<file path="src/design/ewmu_pkg.sv">
// Shared types, codes and sizes of the edge weight matrix unpacker.
package ewmu_pkg;

    // Default matrix size limit
    localparam int MAX_NODES_DEFAULT = 1024;

    // Depth of the command queue between front and back
    localparam int QUEUE_DEPTH = 4;

    // Field widths
    localparam int REQ_W     = 2;
    localparam int WEIGHT_W  = 32;
    localparam int INDEX_W   = 10;
    localparam int LAYOUT_W  = 2;
    localparam int NODES_W   = 11;
    localparam int CFG_IDX_W = 1;
    localparam int CFG_DATA_W = NODES_W;

    // Request codes
    localparam logic [REQ_W-1:0] REQ_WEIGHT  = 2'd0;
    localparam logic [REQ_W-1:0] REQ_END     = 2'd1;
    localparam logic [REQ_W-1:0] REQ_RESTART = 2'd2;

    // Layout codes
    localparam logic [LAYOUT_W-1:0] LAYOUT_LOWER_DIAG_ROW = 2'd0;
    localparam logic [LAYOUT_W-1:0] LAYOUT_FULL_MATRIX    = 2'd1;
    localparam logic [LAYOUT_W-1:0] LAYOUT_UPPER_ROW      = 2'd2;
    localparam logic [LAYOUT_W-1:0] LAYOUT_UNKNOWN        = 2'd3;

    // Configuration register indexes
    localparam logic [CFG_IDX_W-1:0] CFG_LAYOUT     = 1'd0;
    localparam logic [CFG_IDX_W-1:0] CFG_NODE_COUNT = 1'd1;

    // Input word
    typedef struct packed {
        logic [REQ_W-1:0]           req_type;
        logic signed [WEIGHT_W-1:0] weight_value;
    } t_in_word;

    // Result word
    typedef struct packed {
        logic [INDEX_W-1:0]         row_index;
        logic [INDEX_W-1:0]         col_index;
        logic signed [WEIGHT_W-1:0] cell_weight;
        logic                       section_complete;
        logic                       last;
    } t_out_word;

    // Matrix element command, front to back
    typedef struct packed {
        logic [INDEX_W-1:0]         row;
        logic [INDEX_W-1:0]         col;
        logic signed [WEIGHT_W-1:0] weight;
        logic                       done;
        logic                       mirror;
    } t_cmd;

endpackage

</file>
<file path="src/design/ewmu_front.sv">
// Front end: configuration registers, matrix walk and element commands.
module ewmu_front #(
    parameter int MAX_NODES = ewmu_pkg::MAX_NODES_DEFAULT
) (
    input  logic                                i_clk,
    input  logic                                i_rst_n,
    input  logic                                i_cfg_we,
    input  logic [ewmu_pkg::CFG_IDX_W-1:0]      i_cfg_idx,
    input  logic [ewmu_pkg::CFG_DATA_W-1:0]     i_cfg_data,
    input  logic                                i_valid,
    input  ewmu_pkg::t_in_word                  i_word,
    output logic                                o_cmd_valid,
    output ewmu_pkg::t_cmd                      o_cmd
);

    localparam int CNT_W = $clog2(MAX_NODES + 1);

    logic [ewmu_pkg::LAYOUT_W-1:0] r_layout;
    logic [ewmu_pkg::NODES_W-1:0]  r_node_count;
    logic [CNT_W-1:0]              r_row, n_row;
    logic [CNT_W-1:0]              r_col, n_col;
    logic                          r_fin, n_fin;

    logic [CNT_W-1:0] nodes;
    logic [CNT_W-1:0] rows;
    logic [CNT_W-1:0] len;
    logic [CNT_W-1:0] col_pos;
    logic [CNT_W-1:0] col_inc;
    logic [CNT_W-1:0] row_inc;

    // Clamp the node count and size the current row
    always_comb begin
        if (32'(r_node_count) > 32'(MAX_NODES)) begin
            nodes = CNT_W'(MAX_NODES);
        end else begin
            nodes = CNT_W'(r_node_count);
        end
        if (r_layout == ewmu_pkg::LAYOUT_UPPER_ROW) begin
            rows = (nodes != '0) ? nodes - CNT_W'(1) : '0;
        end else begin
            rows = nodes;
        end
        unique case (r_layout)
            ewmu_pkg::LAYOUT_LOWER_DIAG_ROW: begin
                len = r_row + CNT_W'(1);
            end
            ewmu_pkg::LAYOUT_FULL_MATRIX: begin
                len = nodes;
            end
            default: begin
                len = nodes - CNT_W'(1) - r_row;
            end
        endcase
        row_inc = r_row + CNT_W'(1);
        col_inc = r_col + CNT_W'(1);
        col_pos = (r_layout == ewmu_pkg::LAYOUT_UPPER_ROW) ? row_inc + r_col : r_col;
    end

    // Request decode and counter advance
    always_comb begin
        n_row       = r_row;
        n_col       = r_col;
        n_fin       = r_fin;
        o_cmd_valid = 1'b0;
        o_cmd.row    = ewmu_pkg::INDEX_W'(r_row);
        o_cmd.col    = ewmu_pkg::INDEX_W'(col_pos);
        o_cmd.weight = i_word.weight_value;
        o_cmd.done   = 1'b0;
        o_cmd.mirror = (r_layout != ewmu_pkg::LAYOUT_FULL_MATRIX) && (col_pos != r_row);
        if (i_valid) begin
            unique case (i_word.req_type)
                ewmu_pkg::REQ_RESTART: begin
                    n_row = '0;
                    n_col = '0;
                    n_fin = 1'b0;
                end
                ewmu_pkg::REQ_END: begin
                    n_fin = 1'b1;
                end
                ewmu_pkg::REQ_WEIGHT: begin
                    if (!r_fin && r_layout != ewmu_pkg::LAYOUT_UNKNOWN) begin
                        if (r_row >= rows || r_col >= len) begin
                            // empty matrix or counters left outside it
                            n_fin = 1'b1;
                        end else begin
                            o_cmd_valid = 1'b1;
                            if (col_inc >= len) begin
                                n_col = '0;
                                n_row = row_inc;
                                if (row_inc >= rows) begin
                                    o_cmd.done = 1'b1;
                                    n_fin      = 1'b1;
                                end
                            end else begin
                                n_col = col_inc;
                            end
                        end
                    end
                end
                default: begin
                end
            endcase
        end
    end

    // Configuration and walk state
    always_ff @(posedge i_clk) begin
        if (!i_rst_n) begin
            r_layout     <= ewmu_pkg::LAYOUT_LOWER_DIAG_ROW;
            r_node_count <= '0;
            r_row        <= '0;
            r_col        <= '0;
            r_fin        <= 1'b0;
        end else begin
            if (i_cfg_we) begin
                case (i_cfg_idx)
                    ewmu_pkg::CFG_LAYOUT:     r_layout <= i_cfg_data[ewmu_pkg::LAYOUT_W-1:0];
                    ewmu_pkg::CFG_NODE_COUNT: r_node_count <= i_cfg_data;
                    default: begin
                    end
                endcase
            end
            r_row <= n_row;
            r_col <= n_col;
            r_fin <= n_fin;
        end
    end

endmodule

</file>
<file path="src/design/ewmu_queue.sv">
// Short command queue between the front and back ends.
module ewmu_queue #(
    parameter int DEPTH = ewmu_pkg::QUEUE_DEPTH
) (
    input  logic           i_clk,
    input  logic           i_rst_n,
    input  logic           i_push,
    input  ewmu_pkg::t_cmd i_cmd,
    input  logic           i_pop,
    output logic           o_full,
    output logic           o_valid,
    output ewmu_pkg::t_cmd o_head
);

    localparam int PTR_W = (DEPTH > 1) ? $clog2(DEPTH) : 1;
    localparam int CNT_W = $clog2(DEPTH + 1);

    ewmu_pkg::t_cmd   r_mem [DEPTH];
    logic [PTR_W-1:0] r_wr_ptr;
    logic [PTR_W-1:0] r_rd_ptr;
    logic [CNT_W-1:0] r_count;

    logic do_push;
    logic do_pop;

    assign o_full  = (r_count == CNT_W'(DEPTH));
    assign o_valid = (r_count != '0);
    assign o_head  = r_mem[r_rd_ptr];
    assign do_push = i_push && !o_full;
    assign do_pop  = i_pop && o_valid;

    // Storage
    always_ff @(posedge i_clk) begin
        if (do_push) begin
            r_mem[r_wr_ptr] <= i_cmd;
        end
    end

    // Pointers and fill level
    always_ff @(posedge i_clk) begin
        if (!i_rst_n) begin
            r_wr_ptr <= '0;
            r_rd_ptr <= '0;
            r_count  <= '0;
        end else begin
            if (do_push) begin
                r_wr_ptr <= (r_wr_ptr == PTR_W'(DEPTH - 1)) ? '0 : r_wr_ptr + PTR_W'(1);
            end
            if (do_pop) begin
                r_rd_ptr <= (r_rd_ptr == PTR_W'(DEPTH - 1)) ? '0 : r_rd_ptr + PTR_W'(1);
            end
            if (do_push && !do_pop) begin
                r_count <= r_count + CNT_W'(1);
            end else if (do_pop && !do_push) begin
                r_count <= r_count - CNT_W'(1);
            end
        end
    end

endmodule

</file>
<file path="src/design/ewmu_back.sv">
// Back end: expands element commands into one or two result words.
module ewmu_back (
    input  logic                i_clk,
    input  logic                i_rst_n,
    input  logic                i_cmd_valid,
    input  ewmu_pkg::t_cmd      i_cmd,
    output logic                o_cmd_pop,
    output logic                o_empty,
    output ewmu_pkg::t_out_word o_word,
    input  logic                i_pop
);

    logic                r_out_valid;
    ewmu_pkg::t_out_word r_out;
    logic                r_phase;

    logic                load;
    ewmu_pkg::t_out_word next_word;

    assign o_empty = !r_out_valid;
    assign o_word  = r_out;
    assign load    = i_cmd_valid && (!r_out_valid || i_pop);
    // a plain element, or the second pass of a mirrored one, releases the command
    assign o_cmd_pop = load && (r_phase || !i_cmd.mirror);

    // Word for the current pass
    always_comb begin
        next_word.cell_weight      = i_cmd.weight;
        next_word.section_complete = i_cmd.done;
        if (r_phase) begin
            next_word.row_index = i_cmd.col;
            next_word.col_index = i_cmd.row;
            next_word.last      = 1'b1;
        end else begin
            next_word.row_index = i_cmd.row;
            next_word.col_index = i_cmd.col;
            next_word.last      = !i_cmd.mirror;
        end
    end

    // Output register
    always_ff @(posedge i_clk) begin
        if (load) begin
            r_out <= next_word;
        end
    end

    always_ff @(posedge i_clk) begin
        if (!i_rst_n) begin
            r_out_valid <= 1'b0;
            r_phase     <= 1'b0;
        end else begin
            if (load) begin
                r_out_valid <= 1'b1;
                r_phase     <= !r_phase && i_cmd.mirror;
            end else if (i_pop) begin
                r_out_valid <= 1'b0;
            end
        end
    end

endmodule

</file>
<file path="src/design/edge_weight_matrix_unpacker_unit.sv">
// Top level of the edge weight matrix unpacker.
//
// Takes weight tokens and produces matrix write words (row, column, weight).
// The front end takes one input word per cycle while its four-entry command
// queue has room; the back end hands out one result word per cycle while the
// receiver pops. A weight in the full matrix layout gives one word, an
// off-diagonal weight in the lower diagonal row or upper row layouts gives
// two, so the sustained rate is one weight per cycle in the full layout and
// lower in the symmetric layouts, set by the single result port. A result
// word passes through the command queue and the output register before it
// reaches the ports. Write layout and node count only while no results are
// pending.
module edge_weight_matrix_unpacker_unit #(
    parameter int MAX_NODES = ewmu_pkg::MAX_NODES_DEFAULT
) (
    input  logic                            i_clk,
    input  logic                            i_rst_n,
    input  logic                            i_cfg_we,
    input  logic [ewmu_pkg::CFG_IDX_W-1:0]  i_cfg_idx,
    input  logic [ewmu_pkg::CFG_DATA_W-1:0] i_cfg_data,
    input  logic                            push,
    output logic                            full,
    input  ewmu_pkg::t_in_word              i_req,
    output logic                            empty,
    input  logic                            pop,
    output ewmu_pkg::t_out_word             o_result
);

    logic           accept;
    logic           cmd_valid;
    ewmu_pkg::t_cmd cmd;
    logic           head_valid;
    ewmu_pkg::t_cmd head;
    logic           head_pop;

    assign accept = push && !full;

    // Walk state and command generation
    ewmu_front #(
        .MAX_NODES (MAX_NODES)
    ) u_front (
        .i_clk       (i_clk),
        .i_rst_n     (i_rst_n),
        .i_cfg_we    (i_cfg_we),
        .i_cfg_idx   (i_cfg_idx),
        .i_cfg_data  (i_cfg_data),
        .i_valid     (accept),
        .i_word      (i_req),
        .o_cmd_valid (cmd_valid),
        .o_cmd       (cmd)
    );

    // Decoupling queue
    ewmu_queue #(
        .DEPTH (ewmu_pkg::QUEUE_DEPTH)
    ) u_queue (
        .i_clk   (i_clk),
        .i_rst_n (i_rst_n),
        .i_push  (cmd_valid),
        .i_cmd   (cmd),
        .i_pop   (head_pop),
        .o_full  (full),
        .o_valid (head_valid),
        .o_head  (head)
    );

    // Result expansion
    ewmu_back u_back (
        .i_clk       (i_clk),
        .i_rst_n     (i_rst_n),
        .i_cmd_valid (head_valid),
        .i_cmd       (head),
        .o_cmd_pop   (head_pop),
        .o_empty     (empty),
        .o_word      (o_result),
        .i_pop       (pop)
    );

endmodule

</file>
<file path="config.mk">
export PLATFORM = sky130hd
export DESIGN_NAME = edge_weight_matrix_unpacker_unit
export DESIGN_NICKNAME = d
export VERILOG_FILES = /design/src/design/ewmu_pkg.sv /design/src/design/ewmu_front.sv /design/src/design/ewmu_queue.sv /design/src/design/ewmu_back.sv /design/src/design/edge_weight_matrix_unpacker_unit.sv
export SDC_FILE = /design/constraint.sdc
export NUM_CORES = 1
export LEC_CHECK = 0
export ABC_AREA = 1
export BUFFER_PORTS_ARGS = -buffer_cell sky130_fd_sc_hd__buf_4
export CAP_MARGIN = 20
export CORE_MARGIN = 3
export CORE_UTILIZATION = 43
export CTS_BUF_LIST = sky130_fd_sc_hd__clkbuf_4 sky130_fd_sc_hd__clkbuf_8 sky130_fd_sc_hd__clkbuf_16
export CTS_CLUSTER_SIZE = 40
export DETAILED_ROUTE_END_ITERATION = 10
export REMOVE_ABC_BUFFERS = 1
export SYNTH_ARGS = -nofsm -noshare
export SYNTH_HDL_FRONTEND = slang
export SYNTH_SLANG_ARGS = --single-unit
</file>
<file path="constraint.sdc">
create_clock -name i_clk -period 6 [get_ports i_clk]
set_clock_uncertainty 0.05 [all_clocks]
set_input_delay 0.3 -clock i_clk [delete_from_list [all_inputs] [get_ports i_clk]]
set_output_delay 0.3 -clock i_clk [all_outputs]
set_load 0.03 [all_outputs]
</file>
Word level (Yosys, flattened, before mapping)
Memories as Yosys holds them, arrays and structs flattened. A register that Yosys moved wholly into a read port is not among the register bits.
Cells that the tools add are included.

storage, ports and cells
  memories kept = 1
  flip-flop bits (word level) = 99
  output and inout port bits = 56
  memory bits (writable) = 216
  logic and storage cells = 118
  input bits = 51

cells by class
  equal/unequal tests = 15
  muxes and demuxes = 39
  reductions and logical operators = 33
  order comparisons = 5
  bitwise logic cells = 1
  add/sub/neg operators = 9

memories
  memory         words  bits a word  rd ports  clocked after memory_dff  write ports  RTL line          text
  u_queue.r_mem  4      54           1         1                         1            ewmu_queue.sv:18  ewmu_pkg::t_cmd r_mem [DEPTH];

operators by type and width
  kind                                                    count
  2-to-1 mux 11 bit                                       10
  case mux 11 bit (2 select lines)                        3
  >= comparator 11 bit                                    4
  adder 11 x 1 -> 11 bit (second input constant)          2
  2-to-1 mux 20 bit                                       1
  2-to-1 mux 1 bit                                        18
  adder 11 bit                                            1
  greater-than comparator 11 bit (second input constant)  1
  inequality test 11 bit                                  1
  nonzero test 11 bit                                     1
  subtractor 11 x 1 -> 11 bit (second input constant)     1
  subtractor 11 bit                                       1
  logical AND 1 bit                                       10
  AND reduction 5 bit                                     2
  == test 2 bit (second input constant)                   4
  2-to-1 mux 2 bit                                        4
  zero test 1 bit                                         7
  2-to-1 mux 3 bit                                        2
  inequality test 2 x 1 -> 1 bit (second input constant)  3
  inequality test 3 x 1 -> 1 bit (second input constant)  2
  nonzero test 2 bit                                      3
  nonzero test 3 bit                                      2
  adder 2 x 1 -> 2 bit (second input constant)            2
  == test 2 x 1 -> 1 bit (second input constant)          2
  10 further kinds                                        15

Longest topological paths before layout
  word-level depth = 16
  depth in mapped cells = 37
  gate-level depth less buffers = 37

Cells and area by module
From an unflattened synthesis, not the netlist that was laid out.

second synthesis, totals
  cells, all modules = 1539
  area, all modules = 15587.4 µm²

modules (own cells, without submodules)
  module                            times used  area each (µm²)  seq. area each (µm²)  cells each
  ewmu_queue                        1           8481.9           6666.4                593
  ewmu_front                        1           5143.7           720.7                 821
  ewmu_back                         1           1951.9           1661.6                123
  edge_weight_matrix_unpacker_unit  1           10.0             0.0                   2

Worst setup path before layout
OpenSTA, ideal clock, no wires.

  path kind = reg-to-reg
  start = reg u_front.r_node_count[2] (netlist name)
  end = mem u_queue.r_mem[0][0] (netlist name), enable pin
  arrival time = 5.946 ns
  library setup time = 0.466 ns
  path slack = -0.462 ns
  data required time = 5.484 ns
  stages on the path, launching flop included = 29
  path buffers = 0
  period minus slack after synthesis = 6.462 ns
  cell sequence = dfxtp_1 > nor2_1 > nand2_1 > o21ai_4 > nand2_1 > ha_1 > xor2_1 > inv_1 > ha_1 > a21oi_1 > nand2_1 > nand2_1 > nand2_1 > nand2_1 > nand2_1 > nand2_1 > nand3_1 > o21ai_0 > nor2_1 > o21ai_0 > nand2_1 > ha_1 > nand2_1 > nor2_1 > nand3b_1 > nand4_1 > nor2_1 > nand3_1 > nor2_1

between the ends
  word-level cells in the longest chain between the ends = 14
  elaborated cells on any way between the ends = 18
  classes of those cells = add/sub (2); order compare (3); mux (10); reduce/logical (3)

ends and longest elaborated chain
  what                                                                   RTL line                            text
  start: declaration                                                     ewmu_front.sv:19                    logic [ewmu_pkg::NODES_W-1:0] r_node_count;
  start signal: assignment                                               ewmu_front.sv:118                   ewmu_pkg::CFG_NODE_COUNT: r_node_count <= i_cfg_data;
  greater-than comparator 11 bit                                         ewmu_front.sv:33                    if (32'(r_node_count) > 32'(MAX_NODES)) begin
  2-to-1 mux 11 bit (*)                                                  ewmu_front.sv:33
  subtractor 11 x 1 -> 11 bit or nonzero test 11 bit (tied branches)     ewmu_front.sv:39, ewmu_front.sv:51
  subtractor 11 bit or 2-to-1 mux 11 bit (tied branches)                 ewmu_front.sv:51, ewmu_front.sv:39
  case mux 11 bit (2 select lines) or 2-to-1 mux 11 bit (tied branches)  ewmu_front.sv:43, ewmu_front.sv:38
  >= comparator 11 bit                                                   ewmu_front.sv:82                    if (r_row >= rows || r_col >= len) begin
  logical OR 1 bit (*)                                                   ewmu_front.sv:82
  2-to-1 mux 1 bit (*)                                                   ewmu_front.sv:82
  2-to-1 mux 1 bit (*)                                                   ewmu_front.sv:81                    if (!r_fin && r_layout != ewmu_pkg::LAYOUT_UNKNOWN) begin
  2-to-1 mux 1 bit (*)                                                   ewmu_front.sv:71                    unique case (i_word.req_type)
  2-to-1 mux 1 bit (*)                                                   ewmu_front.sv:70                    if (i_valid) begin
  logical AND 1 bit (*)                                                  ewmu_queue.sv:29                    assign do_push = i_push && !o_full;
  2-to-1 mux 1 bit (*)                                                   ewmu_queue.sv:34                    if (do_push) begin
  2-to-1 mux 1 bit (implied by the code) (*)                             ewmu_queue.sv:35                    r_mem[r_wr_ptr] <= i_cmd;
  end: declaration                                                       ewmu_queue.sv:18

Every way passes the cells marked *; elsewhere a longest branch is shown, timed or not.

Final worst setup path
  start = reg u_front.r_node_count[6] (netlist name)
  end = reg u_queue.r_count[2]

between the ends
  word-level cells in the longest chain between the ends = 15
  elaborated cells on any way between the ends = 21
  classes of those cells = add/sub (2); order compare (3); mux (9); reduce/logical (7)

ends and longest elaborated chain
  what                                                                   RTL line                            text
  greater-than comparator 11 bit                                         ewmu_front.sv:33
  2-to-1 mux 11 bit (*)                                                  ewmu_front.sv:33
  subtractor 11 x 1 -> 11 bit or nonzero test 11 bit (tied branches)     ewmu_front.sv:39, ewmu_front.sv:51
  subtractor 11 bit or 2-to-1 mux 11 bit (tied branches)                 ewmu_front.sv:51, ewmu_front.sv:39
  case mux 11 bit (2 select lines) or 2-to-1 mux 11 bit (tied branches)  ewmu_front.sv:43, ewmu_front.sv:38
  >= comparator 11 bit                                                   ewmu_front.sv:82
  logical OR 1 bit (*)                                                   ewmu_front.sv:82
  2-to-1 mux 1 bit (*)                                                   ewmu_front.sv:82
  2-to-1 mux 1 bit (*)                                                   ewmu_front.sv:81
  2-to-1 mux 1 bit (*)                                                   ewmu_front.sv:71
  2-to-1 mux 1 bit (*)                                                   ewmu_front.sv:70
  logical AND 1 bit (*)                                                  ewmu_queue.sv:29
  via u_queue.do_push                                                    ewmu_queue.sv:23                    logic do_push;
  zero test 1 bit                                                        ewmu_queue.sv:54                    end else if (do_pop && !do_push) begin
  logical AND 1 bit                                                      ewmu_queue.sv:54
  nonzero test 2 bit (no line)                                           n/a
  end signal: assignment                                                 ewmu_queue.sv:53                    r_count <= r_count + CNT_W'(1);
  end signal: assignment                                                 ewmu_queue.sv:55                    r_count <= r_count - CNT_W'(1);
  end: declaration                                                       ewmu_queue.sv:21                    logic [CNT_W-1:0] r_count;

Mark *: on every way through the listed nets, which the timed path passes. The rest lies on a longest branch.
A chain may end at the register's enable or synchronous reset.

==> impl_metrics.tcl <==
set metrics [dict create \
    p_leak_uw 0.00714 \
    syn-mean-instance-area_um2 10.2 \
    vias_per_cell 5.33 \
    p_per_area_nw_per_um2 398 \
    min_delay_worst_endpoint "u_front.r_node_count[6]" \
    period_share_pct 90.8 \
    dieArea_um2 37600 \
    vias 11300 \
    yosys.cell_types.count 52 \
    cpMaxStageDelayCell "fa_1" \
    area_growth_pct 18.7 \
    rr_endpoint "u_queue.r_count[2]" \
    start_util_pct 43.8 \
    end_kind "register" \
    tns_ns 0 \
    finalPower_uw 7180 \
    grt.overflow.total 0 \
    layout-drive-gt1-share_pct 13.0 \
    final_cell_mix "283 x nand2_1, 270 x edfxtp_1, 166 x nor2_1" \
    final_max_slew_viol_count 0 \
    clkPwrFrac_pct 27.7 \
    r2r_cells 37 \
    combPwrFrac_pct 31.1 \
    crit_required_ns 6.38 \
    antenna_found_initial 0 \
    postSynthCellCount 1492 \
    cp.arrival_ns 5.83 \
    die_w_um 194 \
    grt_max_degree 98 \
    switching_share_pct 34.4 \
    dpl-instance-area_um2 16600 \
    cts-buffers-inserted 35 \
    nets 1767 \
    seqPwrFrac_pct 41.2 \
    hold_class "primary input to register" \
    rows 68 \
    synth_edf_count 270 \
    ys_ff_latch 317 \
    grt_util_all_layers_pct 19.2 \
    grt_pass1_vias 11000 \
    relSlewSlack_pct 31.0 \
    routed_wl_um 36800 \
    cp_max_fo 9 \
    cts_sinks 317 \
    synthFlopType "edfxtp_1" \
    r2r-start "u_front.r_node_count[6]" \
    final_common_cell "nand2_1" \
    cts_tree "done" \
    grt_pass1_wl_um 59100 \
    fin_area_um2 18000 \
    ant_nets 0 \
    htree_levels 2 \
    clkLatencyLatePin_ns 0.51 \
    ioPinCount 107 \
    hpwlAfterDp_um 24300 \
    synthArstFlopShare_pct 0 \
    routabilityCongestion 0.943 \
    power_switching_uw 2470 \
    maxCapViolations 0 \
    die_y_um 194 \
    hold_depth 3 \
    drt_iter0_markers 874 \
    drt_pass1_iterations 5 \
    p_int_uw 4710 \
    r2r_slack_ns 0.55 \
    crit_path_frequent_cell "nand2_1" \
    outcome "finished clean" \
    antenna_cells 0 \
    wl_per_cell_um 17.4 \
    yosysSeqAreaShare_pct 59.6 \
    coreArea_um2 34700 \
    fin_crit_ns 5.45 \
    io_buffer_count 106 \
    path_clk_slew_ns 0.05 \
    final_hold_viol_count 0 \
    setup_viol 0 \
    fmax_mhz 184 \
    critPathLaunchType "register" \
    netlist_area_um2 15200 \
    cts-root-buf "clkbuf_16" \
    hp-start "i_cfg_data[6]" \
    vdd_ir_drop_max_mv 0.252 \
    max_stage_delay_ns 0.40 \
    tightest_slew_ns 1.03 \
    yosysWarnings 0 \
    cts_buffer_depth 3 \
    drc 0 \
    path_class "register to register" \
]
[sequential cells by signal, summed over array words and instances, names as in the netlist, named ones only]
| signal | flops |
|---|---|
| u_front.r_node_count | 11 |
| u_back.r_phase | 1 |
| u_front.r_row | 11 |
| u_front.r_col | 11 |
| u_queue.r_mem | 216 |
| u_queue.r_rd_ptr | 2 |
| u_back.r_out_valid | 1 |
| u_front.r_layout | 2 |
| u_front.r_fin | 1 |
| u_back.o_word | 54 |
| u_queue.r_wr_ptr | 2 |
| u_queue.r_count | 3 |
[per-layer routing]
metal | vias up | track usage, % | share of wire [%]
met5 | - | 0 | 0
met2 | 320 | 31.9 | 47
met4 | 0 | 6.57 | 3.2
li1 | 5524 | - | -
met3 | 76 | 2.64 | 5.1
met1 | 5335 | 26.1 | 45
[worst max-delay path, delay by kind of cell (launching register included)]
kind            cells  cell delay [ns]
buf+inv             5             0.50
compound gates      6             0.91
xor+xnor            1             0.23
fa+ha+maj           5             1.46
flops               1             0.34
simple gates       20             1.89
[cell usage after synthesis, types with 3 or more instances]
| cell | n | area, µm² |
|---|---|---|
| nand2_1 | 283 | 1060 |
| edfxtp_1 | 270 | 8110 |
| nor2_1 | 170 | 638 |
| o21ai_0 | 137 | 686 |
| inv_1 | 127 | 477 |
| a21oi_1 | 85 | 425 |
| ha_1 | 75 | 938 |
| nand3_1 | 55 | 275 |
| dfxtp_1 | 47 | 941 |
| clkbuf_1 | 42 | 158 |
| o22ai_1 | 39 | 244 |
| xor2_1 | 24 | 210 |
| a32o_1 | 20 | 200 |
| o21ai_1 | 14 | 70.1 |
| nand4_1 | 12 | 75.1 |
| nor3_1 | 12 | 60.1 |
| inv_2 | 8 | 30.0 |
| buf_2 | 6 | 30.0 |
| o211ai_1 | 5 | 37.5 |
| xnor2_1 | 5 | 43.8 |
| buf_1 | 4 | 15.0 |
| nor2_2 | 4 | 25.0 |
| o21bai_1 | 4 | 30.0 |
| o221ai_1 | 4 | 35.0 |
| fa_1 | 3 | 60.1 |
| nand3b_1 | 3 | 22.5 |
| o21ai_2 | 3 | 26.3 |
| or2_2 | 3 | 18.8 |
[logic make-up after synthesis]
| logic type | synth area share, % |
|---|---|
| flops | 59.6 |
| compound gates | 12.5 |
| xor+xnor | 1.67 |
| fa+ha+maj | 6.57 |
| simple gates | 15.0 |
| buf+inv | 4.77 |
[metrics by stage]
step	setup slack [ns]	cells	hold slack (ns)	util [%]
6_report	0.550	2113	0.0193	52.0
5_1_grt	-0.0145	2113	0.0353	52.0
4_1_cts	0.463	2110	0.00195	51.9
3_5_place_dp	0.498	2016	0.437	47.7
3_3_place_gp	0.723	2016	0.432	47.7
2_1_floorplan	-0.462	1439	0.349	-
[power groups by stage]
stage / combinational (µW) / sequential [µW] / clock [µW]
6_report: 2240 / 2960 / 1990
3_5_place_dp: 2220 / 3000 / 0
2_1_floorplan: 1010 / 3410 / 0
4_1_cts: 2240 / 2960 / 2040
5_1_grt: 2460 / 2980 / 2130
3_3_place_gp: 2180 / 3000 / 0
[cell type report]
class / instances / area, µm²
inverters: 136 / 510
fillers: 3098 / 16700
flip-flops and latches: 317 / 9050
clock buffers: 45 / 957
clock inverters: 12 / 113
multi-input cells: 986 / 5470
repair buffers: 162 / 1370
well taps: 455 / 569
[worst max-delay path by stage]
stage                                  startpoint                  end  slack (ns)  depth (start not counted)
after global placement    u_front.r_node_count[2]   u_queue.r_count[2]        0.72                         37
final                     u_front.r_node_count[6]   u_queue.r_count[2]        0.55                         37
after global routing      u_front.r_node_count[6]   u_queue.r_count[2]       -0.01                         38
after detailed placement  u_front.r_node_count[2]   u_queue.r_count[2]        0.50                         37
after CTS                 u_front.r_node_count[2]   u_queue.r_count[2]        0.46                         37
after floorplan           u_front.r_node_count[2]  u_queue.r_mem[0][0]       -0.46                         28
[timing repair]
action,CTS,global route
hold buffers,37,0
resized for setup,0,1
hold endpoints to repair,133,0
buffers inserted,0,3
setup endpoints to repair,0,2
(Power assumes the default switching activity.)
